[src/design/prefixed_hex_crc8_decoder_defines.svh]
// Assertion macros shared by the decoder RTL.
`ifndef PREFIXED_HEX_CRC8_DECODER_DEFINES_SVH
`define PREFIXED_HEX_CRC8_DECODER_DEFINES_SVH

// Same-cycle implication, checked out of reset.
`define PHCRC_ASSERT_NOW(label, clk, rst_n, cond, conseq, msg) \
    label: assert property (@(posedge clk) disable iff (!(rst_n)) \
        (cond) |-> (conseq)) else $error(msg);

// Next-cycle implication, checked out of reset.
`define PHCRC_ASSERT_NEXT(label, clk, rst_n, cond, conseq, msg) \
    label: assert property (@(posedge clk) disable iff (!(rst_n)) \
        (cond) |=> (conseq)) else $error(msg);

`endif

[src/design/phcrc_pkg.sv]
package phcrc_pkg;

    localparam int unsigned Q_DEPTH = 4;
    localparam int unsigned Q_AW    = $clog2(Q_DEPTH);

    localparam logic [2:0] POS_FULL = 3'd5;
    localparam logic [2:0] POS_P0   = 3'd0;
    localparam logic [2:0] POS_P1   = 3'd1;
    localparam logic [2:0] POS_P2   = 3'd2;

    localparam logic [7:0] CH_I_LO = 8'h69;
    localparam logic [7:0] CH_I_UP = 8'h49;
    localparam logic [7:0] CH_C_LO = 8'h63;
    localparam logic [7:0] CH_C_UP = 8'h43;
    localparam logic [7:0] CH_COLON = 8'h3A;
    localparam logic [7:0] CH_ZERO = 8'h30;
    localparam logic [7:0] CH_NINE = 8'h39;
    localparam logic [7:0] CH_A_UP = 8'h41;
    localparam logic [7:0] CH_F_UP = 8'h46;
    // 'A' - 10: letters map to their nibble by subtracting this
    localparam logic [7:0] LETTER_BIAS = 8'd55;

    localparam logic [7:0] CRC_POLY = 8'h07;

    typedef enum logic [2:0] {
        ST_OK        = 3'd0,
        ST_SHORT     = 3'd1,
        ST_SCHEME    = 3'd2,
        ST_BAD_HEX   = 3'd3,
        ST_ODD_COUNT = 3'd4,
        ST_CRC_BAD   = 3'd5
    } t_status;

    typedef struct packed {
        logic [7:0] url_char;
        logic       final_char;
    } t_in_item;

    typedef struct packed {
        logic       is_status;
        logic [7:0] data_byte;
        logic [2:0] status_code;
        logic       run_end;
    } t_out_item;

    // One queued record: the results that one character causes.
    typedef struct packed {
        logic       has_data;
        logic [7:0] data_byte;
        logic       data_end;
        logic       has_status;
        t_status    status_code;
    } t_work;

    function automatic logic [7:0] crc_fold(input logic [7:0] crc, input logic [7:0] b);
        logic [7:0] v;
        v = crc ^ b;
        for (int i = 0; i < 8; i++) begin
            v = v[7] ? ({v[6:0], 1'b0} ^ CRC_POLY) : {v[6:0], 1'b0};
        end
        return v;
    endfunction

endpackage

[src/design/phcrc_front.sv]
module phcrc_front (
    input  logic               i_clk,
    input  logic               i_rst_n,
    input  logic               i_accept,
    input  phcrc_pkg::t_in_item i_item,
    output logic               o_push,
    output phcrc_pkg::t_work   o_work
);

    logic [2:0] r_pos, n_pos;
    logic       r_phase, n_phase;
    logic [3:0] r_hi, n_hi;
    logic [7:0] r_held, n_held;
    logic       r_held_v, n_held_v;
    logic [7:0] r_crc, n_crc;
    logic       r_scheme_err, n_scheme_err;
    logic       r_hex_err, n_hex_err;

    logic [7:0] c;
    logic       is_digit, is_letter, hex_ok;
    logic [3:0] nib;
    logic [7:0] letter_val;
    logic       emit;
    phcrc_pkg::t_status code;

    assign c          = i_item.url_char;
    assign is_digit   = (c >= phcrc_pkg::CH_ZERO) && (c <= phcrc_pkg::CH_NINE);
    assign is_letter  = (c >= phcrc_pkg::CH_A_UP) && (c <= phcrc_pkg::CH_F_UP);
    assign hex_ok     = is_digit || is_letter;
    assign letter_val = c - phcrc_pkg::LETTER_BIAS;
    assign nib        = is_digit ? c[3:0] : letter_val[3:0];

    always_comb begin
        n_pos        = r_pos;
        n_phase      = r_phase;
        n_hi         = r_hi;
        n_held       = r_held;
        n_held_v     = r_held_v;
        n_crc        = r_crc;
        n_scheme_err = r_scheme_err;
        n_hex_err    = r_hex_err;
        emit         = 1'b0;

        case (r_pos)
            phcrc_pkg::POS_P0: begin
                if (c != phcrc_pkg::CH_I_LO && c != phcrc_pkg::CH_I_UP) n_scheme_err = 1'b1;
            end
            phcrc_pkg::POS_P1: begin
                if (c != phcrc_pkg::CH_C_LO && c != phcrc_pkg::CH_C_UP) n_scheme_err = 1'b1;
            end
            phcrc_pkg::POS_P2: begin
                if (c != phcrc_pkg::CH_COLON) n_scheme_err = 1'b1;
            end
            default: begin
                if (!hex_ok) n_hex_err = 1'b1;
                if (!r_phase) begin
                    n_hi    = nib;
                    n_phase = 1'b1;
                end else begin
                    n_phase = 1'b0;
                    // release the byte held back by one pair
                    if (r_held_v) begin
                        emit  = 1'b1;
                        n_crc = phcrc_pkg::crc_fold(r_crc, r_held);
                    end
                    n_held   = {r_hi, nib};
                    n_held_v = 1'b1;
                end
            end
        endcase

        if (r_pos < phcrc_pkg::POS_FULL) n_pos = r_pos + 3'd1;

        if (n_pos < phcrc_pkg::POS_FULL)           code = phcrc_pkg::ST_SHORT;
        else if (n_scheme_err)                      code = phcrc_pkg::ST_SCHEME;
        else if (n_hex_err)                         code = phcrc_pkg::ST_BAD_HEX;
        else if (n_phase)                           code = phcrc_pkg::ST_ODD_COUNT;
        else if (!n_held_v || n_crc != n_held)      code = phcrc_pkg::ST_CRC_BAD;
        else                                        code = phcrc_pkg::ST_OK;

        o_work.has_data    = emit;
        o_work.data_byte   = r_held;
        o_work.data_end    = !i_item.final_char;
        o_work.has_status  = i_item.final_char;
        o_work.status_code = code;

        // clear all text state after the final character
        if (i_item.final_char) begin
            n_pos        = '0;
            n_phase      = 1'b0;
            n_hi         = '0;
            n_held       = '0;
            n_held_v     = 1'b0;
            n_crc        = '0;
            n_scheme_err = 1'b0;
            n_hex_err    = 1'b0;
        end
    end

    assign o_push = i_accept && (emit || i_item.final_char);

    always_ff @(posedge i_clk) begin
        if (!i_rst_n) begin
            r_pos        <= '0;
            r_phase      <= 1'b0;
            r_hi         <= '0;
            r_held       <= '0;
            r_held_v     <= 1'b0;
            r_crc        <= '0;
            r_scheme_err <= 1'b0;
            r_hex_err    <= 1'b0;
        end else if (i_accept) begin
            r_pos        <= n_pos;
            r_phase      <= n_phase;
            r_hi         <= n_hi;
            r_held       <= n_held;
            r_held_v     <= n_held_v;
            r_crc        <= n_crc;
            r_scheme_err <= n_scheme_err;
            r_hex_err    <= n_hex_err;
        end
    end

endmodule

[src/design/phcrc_fifo.sv]
module phcrc_fifo (
    input  logic             i_clk,
    input  logic             i_rst_n,
    input  logic             i_push,
    input  phcrc_pkg::t_work i_wdata,
    input  logic             i_pop,
    output phcrc_pkg::t_work o_rdata,
    output logic             o_full,
    output logic             o_empty
);

    localparam int unsigned AW = phcrc_pkg::Q_AW;

    phcrc_pkg::t_work r_mem [phcrc_pkg::Q_DEPTH];
    logic [AW-1:0] r_wr, r_rd;
    logic [AW:0]   r_count;
    logic          do_push, do_pop;

    assign o_full  = (r_count == (AW+1)'(phcrc_pkg::Q_DEPTH));
    assign o_empty = (r_count == '0);
    assign do_push = i_push && !o_full;
    assign do_pop  = i_pop && !o_empty;
    assign o_rdata = r_mem[r_rd];

    always_ff @(posedge i_clk) begin
        if (do_push) r_mem[r_wr] <= i_wdata;
    end

    always_ff @(posedge i_clk) begin
        if (!i_rst_n) begin
            r_wr    <= '0;
            r_rd    <= '0;
            r_count <= '0;
        end else begin
            if (do_push) r_wr <= r_wr + AW'(1);
            if (do_pop)  r_rd <= r_rd + AW'(1);
            r_count <= r_count + (AW+1)'(do_push) - (AW+1)'(do_pop);
        end
    end

endmodule

[src/design/phcrc_back.sv]
module phcrc_back (
    input  logic                 i_clk,
    input  logic                 i_rst_n,
    input  phcrc_pkg::t_work     i_work,
    input  logic                 i_avail,
    input  logic                 i_pop,
    output logic                 o_take,
    output logic                 o_empty,
    output phcrc_pkg::t_out_item o_result
);

    logic r_second;
    logic show_data, fire;

    // data goes first when the record has both
    assign show_data = i_work.has_data && !r_second;
    assign o_empty   = !i_avail;
    assign fire      = i_pop && i_avail;
    assign o_take    = fire && !(show_data && i_work.has_status);

    always_comb begin
        if (show_data) begin
            o_result.is_status   = 1'b0;
            o_result.data_byte   = i_work.data_byte;
            o_result.status_code = phcrc_pkg::ST_OK;
            o_result.run_end     = i_work.data_end;
        end else begin
            o_result.is_status   = 1'b1;
            o_result.data_byte   = '0;
            o_result.status_code = i_work.status_code;
            o_result.run_end     = 1'b1;
        end
    end

    always_ff @(posedge i_clk) begin
        if (!i_rst_n) begin
            r_second <= 1'b0;
        end else if (fire) begin
            r_second <= show_data && i_work.has_status;
        end
    end

endmodule

[src/design/prefixed_hex_crc8_decoder.sv]
// Prefixed hex decoder with CRC-8 check.
// Input channel: i_item carries one character and its final mark; a character
// is taken on a rising edge with push high and full low. A text must start with
// i/I, c/C and a colon, followed by uppercase hex digit pairs whose last pair is
// a CRC-8 (poly 0x07, init 0) over the bytes before it.
// Result channel: o_result holds the oldest result while empty is low; it is
// taken on a rising edge with pop high. Each data byte comes out one pair late;
// the final character yields the status (0 ok, else a failure code), after
// which bytes already delivered must be discarded on failure.
// Throughput: one character per cycle while full is low; classify, pair and
// CRC update are combinational in the front stage. Each result is written
// into the queue on the edge that takes its character. A final character
// with a pending byte yields two results, taken on two pops.
// Up to four records sit in the queue between front and back; when the
// receiver stalls the queue fills and full rises, holding off the sender.
// Reset (synchronous, active low) clears the text state and empties the queue.
`include "prefixed_hex_crc8_decoder_defines.svh"

module prefixed_hex_crc8_decoder (
    input  logic                 i_clk,
    input  logic                 i_rst_n,
    input  logic                 push,
    output logic                 full,
    input  phcrc_pkg::t_in_item  i_item,
    output logic                 empty,
    input  logic                 pop,
    output phcrc_pkg::t_out_item o_result
);

    logic             accept;
    logic             work_push;
    logic             work_take;
    logic             q_empty;
    phcrc_pkg::t_work work_in, work_out;

    assign accept = push && !full;

    phcrc_front u_front (
        .i_clk    (i_clk),
        .i_rst_n  (i_rst_n),
        .i_accept (accept),
        .i_item   (i_item),
        .o_push   (work_push),
        .o_work   (work_in)
    );

    phcrc_fifo u_fifo (
        .i_clk   (i_clk),
        .i_rst_n (i_rst_n),
        .i_push  (work_push),
        .i_wdata (work_in),
        .i_pop   (work_take),
        .o_rdata (work_out),
        .o_full  (full),
        .o_empty (q_empty)
    );

    phcrc_back u_back (
        .i_clk    (i_clk),
        .i_rst_n  (i_rst_n),
        .i_work   (work_out),
        .i_avail  (!q_empty),
        .i_pop    (pop),
        .o_take   (work_take),
        .o_empty  (empty),
        .o_result (o_result)
    );

    `PHCRC_ASSERT_NOW(a_full_has_result, i_clk, i_rst_n, full, !empty, "queue full but no result shown")
    `PHCRC_ASSERT_NOW(a_status_zero_byte, i_clk, i_rst_n, !empty && o_result.is_status, o_result.data_byte == 8'd0, "status result with nonzero byte")
    `PHCRC_ASSERT_NEXT(a_data_then_status, i_clk, i_rst_n, pop && !empty && !o_result.is_status && !o_result.run_end, !empty && o_result.is_status, "final data byte not followed by status")

endmodule
[config.mk]
export PLATFORM = sky130hd
export DESIGN_NAME = prefixed_hex_crc8_decoder
export DESIGN_NICKNAME = d
export VERILOG_FILES = /design/src/design/phcrc_pkg.sv /design/src/design/phcrc_front.sv /design/src/design/phcrc_fifo.sv /design/src/design/phcrc_back.sv /design/src/design/prefixed_hex_crc8_decoder.sv
export VERILOG_INCLUDE_DIRS = /design/src /design/src/design
export SDC_FILE = /design/constraint.sdc
export NUM_CORES = 1
export LEC_CHECK = 0
export BUFFER_PORTS_ARGS = -buffer_cell sky130_fd_sc_hd__buf_2
export CAP_MARGIN = 0
export CORE_UTILIZATION = 35
export CTS_BUF_LIST = sky130_fd_sc_hd__clkbuf_16
export DETAILED_ROUTE_END_ITERATION = 16
export PLACE_DENSITY = 0.6
export SYNTH_ARGS = -nofsm -noshare
export SYNTH_HDL_FRONTEND = slang
export SYNTH_SLANG_ARGS = --single-unit
[constraint.sdc]
create_clock -name i_clk -period 3.2 [get_ports i_clk]
set_input_delay 0.64 -clock i_clk [delete_from_list [all_inputs] [get_ports i_clk]]
set_output_delay 0.64 -clock i_clk [all_outputs]
set_load 0.02 [all_outputs]
==> flow_metrics.py <==
metrics = {
    "run_status": {
        "status": "complete, no violations",
    },
    "setup_path": {
        "cp-endpoint": "u_fifo.r_mem[0][2]",
        "crit_fanout": 5,
        "critPathArrivalTime_ns": 3.11,
        "crit_type": "reg2reg",
        "r2r-start": "u_front.r_pos[0]",
        "crit_start": "u_front.r_pos[0]",
        "reg2reg_to": "u_fifo.r_mem[0][2]",
        "r2r_cells": 10,
        "cp-end-kind": "register",
        "critPathLaunchType": "register",
        "crit_required_ns": 3.25,
        "r2r_setup_slack_ns": 0.14,
    },
    "placement": {
        "post-place-cells": 642,
        "routabilityCongestion": 0.8903,
        "port_buffers": 27,
        "dp_hpwl_um": 7683,
    },
    "synth": {
        "syn_nets": 455,
        "synth_area_leader_cell": "edfxtp_1",
        "synth_edf_count": 56,
        "synth_area_mm2": 0.004932,
        "yosysMostFrequentCell": "edfxtp_1",
        "ys.flop_type": "edfxtp_1",
        "yosys-top-cells-area": "edfxtp_1 34%, dfxtp_1 15%, mux4_2 6.4%",
        "synth_cells": 426,
        "async_flop_share_pct": 0,
        "seq_area_frac_synth_pct": 49.11,
        "yosysUniqueCellTypes": 61,
        "synth_common_cells": "56 x edfxtp_1, 37 x dfxtp_1, 35 x nor2b_1, 23 x o21ai_0, 21 x inv_1",
        "ys_warn_count": 0,
        "avgSynthCellArea_um2": 11.58,
        "synth_top_area_share_pct": 34.09,
        "synth-seq-cells": 93,
    },
    "drt": {
        "wire_per_inst_um": 16.48,
        "drc": 0,
        "ant_nets": 0,
        "drt_iter0_drc": 215,
        "routed_wl_um": 10860,
        "routed_via_density": 5.219,
        "firstDrtPassIters": 4,
        "vias": 3439,
    },
    "clock_network": {
        "clock-sinks": 93,
        "hold_buffers": 0,
        "cts_tree": "done",
        "clkTransAtPathRegs_ns": 0.07,
        "root_buffer": "clkbuf_16",
        "cts_max_level": 3,
        "clockBufferDepth": 2,
        "insertion_delay_ns": 0.34,
        "cts_buffers": 9,
    },
    "global_routing": {
        "grt_pass1_wl_um": 17820,
        "overflow": 0,
        "grt_pass1_vias": 3474,
        "gr-usage-all-layers_pct": 16.17,
        "antenna_found_initial": 0,
        "grt_max_degree": 35,
    },
    "timing": {
        "tightest_slew_ns": 0.6137,
        "hold_viol": 0,
        "maxSlewHeadroom_pct": 58.77,
        "slew_viol_final": 0,
        "setup_viol": 0,
        "post-route-min-period_ns": 3.058,
        "skew_ns": 0.003356,
        "layout_worst_path_cycle_share_pct": 95.57,
        "timing.hold.ws_ns": 0.5138,
        "max_freq_mhz": 327.0,
    },
    "layout": {
        "n_antenna_cell": 0,
        "fillers": 1308,
        "syn_to_final_growth_pct": 16.49,
        "fin_cells": 659,
        "layout.area.seq_mm2": 0.002422,
        "drive_gt1_share_pct": 20.46,
        "final_core_util_pct": 41.55,
        "multi_input_area_mm2": 0.002338,
        "num-nets-final": 503,
    },
    "die": {
        "die_x_um": 120.7,
        "design.die.area_mm2": 0.01457,
        "dieHeight_um": 120.7,
        "initial_core_util_pct": 35.67,
        "fp-row-count": 43,
        "design.core.area_mm2": 0.01383,
        "ios": 28,
    },
    "job": {
        "drv_cap": 0,
    },
    "power_and_ir_drop": {
        "p_per_area_mw_per_mm2": 583.4,
        "ir_drop_v": 0.0002382,
        "p_leak_nw": 2.040,
    },
    "min_path": {
        "min_delay_path_depth": 2,
        "min_path_type": "reg2reg",
    },
}
## power breakdown
| group | switching [W] | internal, W |
|---|---|---|
| clock network | 0.000460 | 0.000689 |
| logic | 0.000460 | 0.000361 |
| registers | 0.0000454 | 0.00134 |
| total | 0.000966 | 0.00239 |
## per-stage QoR
| stage | TNS, ns | total power, W | setup WS (ns) | instance area (µm²) |
|---|---|---|---|---|
| floorplan | 0 | 0.001987 | 0.3260 | 4932 |
| global placement | 0 | 0.002224 | 0.1096 | 5418 |
| detailed placement | -0.04430 | 0.002244 | -0.01109 | 5418 |
| CTS | 0 | 0.003391 | 0.1885 | 5738 |
| global route | -0.03169 | 0.003527 | -0.007978 | 5746 |
| finish | 0 | 0.003352 | 0.1418 | 5746 |
## cell families after synthesis
kind of cell	after synthesis	synth area share [%]
AOI/OAI and AO/OA	94	12.73
muxes	21	7.813
adders and majority gates	16	4.211
and+or+nand+nor	130	15.35
buffers and inverters	41	3.476
DFF	93	49.11
xor gates and xnor gates	31	7.306
## cell type report
class	count	share of cell area, %
inverter	21	1.372
timing repair buffer	57	6.272
multi-input combinational	292	40.70
tap	180	3.920
sequential	93	42.16
clock inverter	7	1.655
clock buffer	9	3.920
## per-layer routing
metal / global-route usage [%] / vias up / part of all wire (%)
met4: 6.636 / 0 / 2.3
met1: 20.20 / 1687 / 46
met5: 0 / - / 0
li1: - / 1666 / -
met2: 27.26 / 67 / 48
met3: 3.208 / 19 / 3.3
## layout by cell type, fill, tap and decap left out, types with 9 or more instances in the layout
master,instances
and2_1,17
dfxtp_1,37
a22oi_1,17
xnor2_1,17
nor2b_1,35
nand2_1,12
ha_1,15
nor3_1,9
nor2_1,20
mux4_2,14
edfxtp_1,56
a21oi_1,18
inv_1,21
clkbuf_16,9
buf_2,27
buf_4,30
o21ai_0,23
## critical path: stages, from the launching register on
cell and delay (ns):
dfxtp_1 0.35, inv_1 0.13, ha_1 0.25, nor3_4 0.06
o211ai_1 0.45, buf_4 0.21, mux2i_1 0.25, xor2_1 0.19
nand4_1 0.13, a2111oi_2 0.52, a31oi_1 0.22
## how the worst min path moves through the flow
stage	from	to	slack, ns
floorplan	u_front.r_held[5]	u_fifo.r_mem[0][10]	0.45
global placement	u_front.r_scheme_err	u_front.r_scheme_err	0.49
detailed placement	u_front.r_scheme_err	u_front.r_scheme_err	0.50
CTS	u_front.r_scheme_err	u_front.r_scheme_err	0.51
global route	u_front.r_scheme_err	u_front.r_scheme_err	0.53
finish	u_front.r_scheme_err	u_front.r_scheme_err	0.51
## flip-flops by register name, indices dropped and copies added (netlist names), named ones only
register              flops
u_fifo.r_mem             56
u_front.r_crc             8
u_front.r_held            8
u_front.r_hi              4
u_fifo.r_count            3
u_front.r_pos             3
u_fifo.r_rd               2
u_fifo.r_wr               2
u_back.r_second           1
u_front.r_held_v          1
u_front.r_hex_err         1
u_front.r_phase           1
u_front.r_scheme_err      1
## timing repair
action / 4_1_cts / 5_1_grt
setup endpoints to repair: 0 / 1
gates resized for setup: 0 / 0
setup buffers: 0 / 1
No activity file was read; power rests on OpenSTA's default activity.
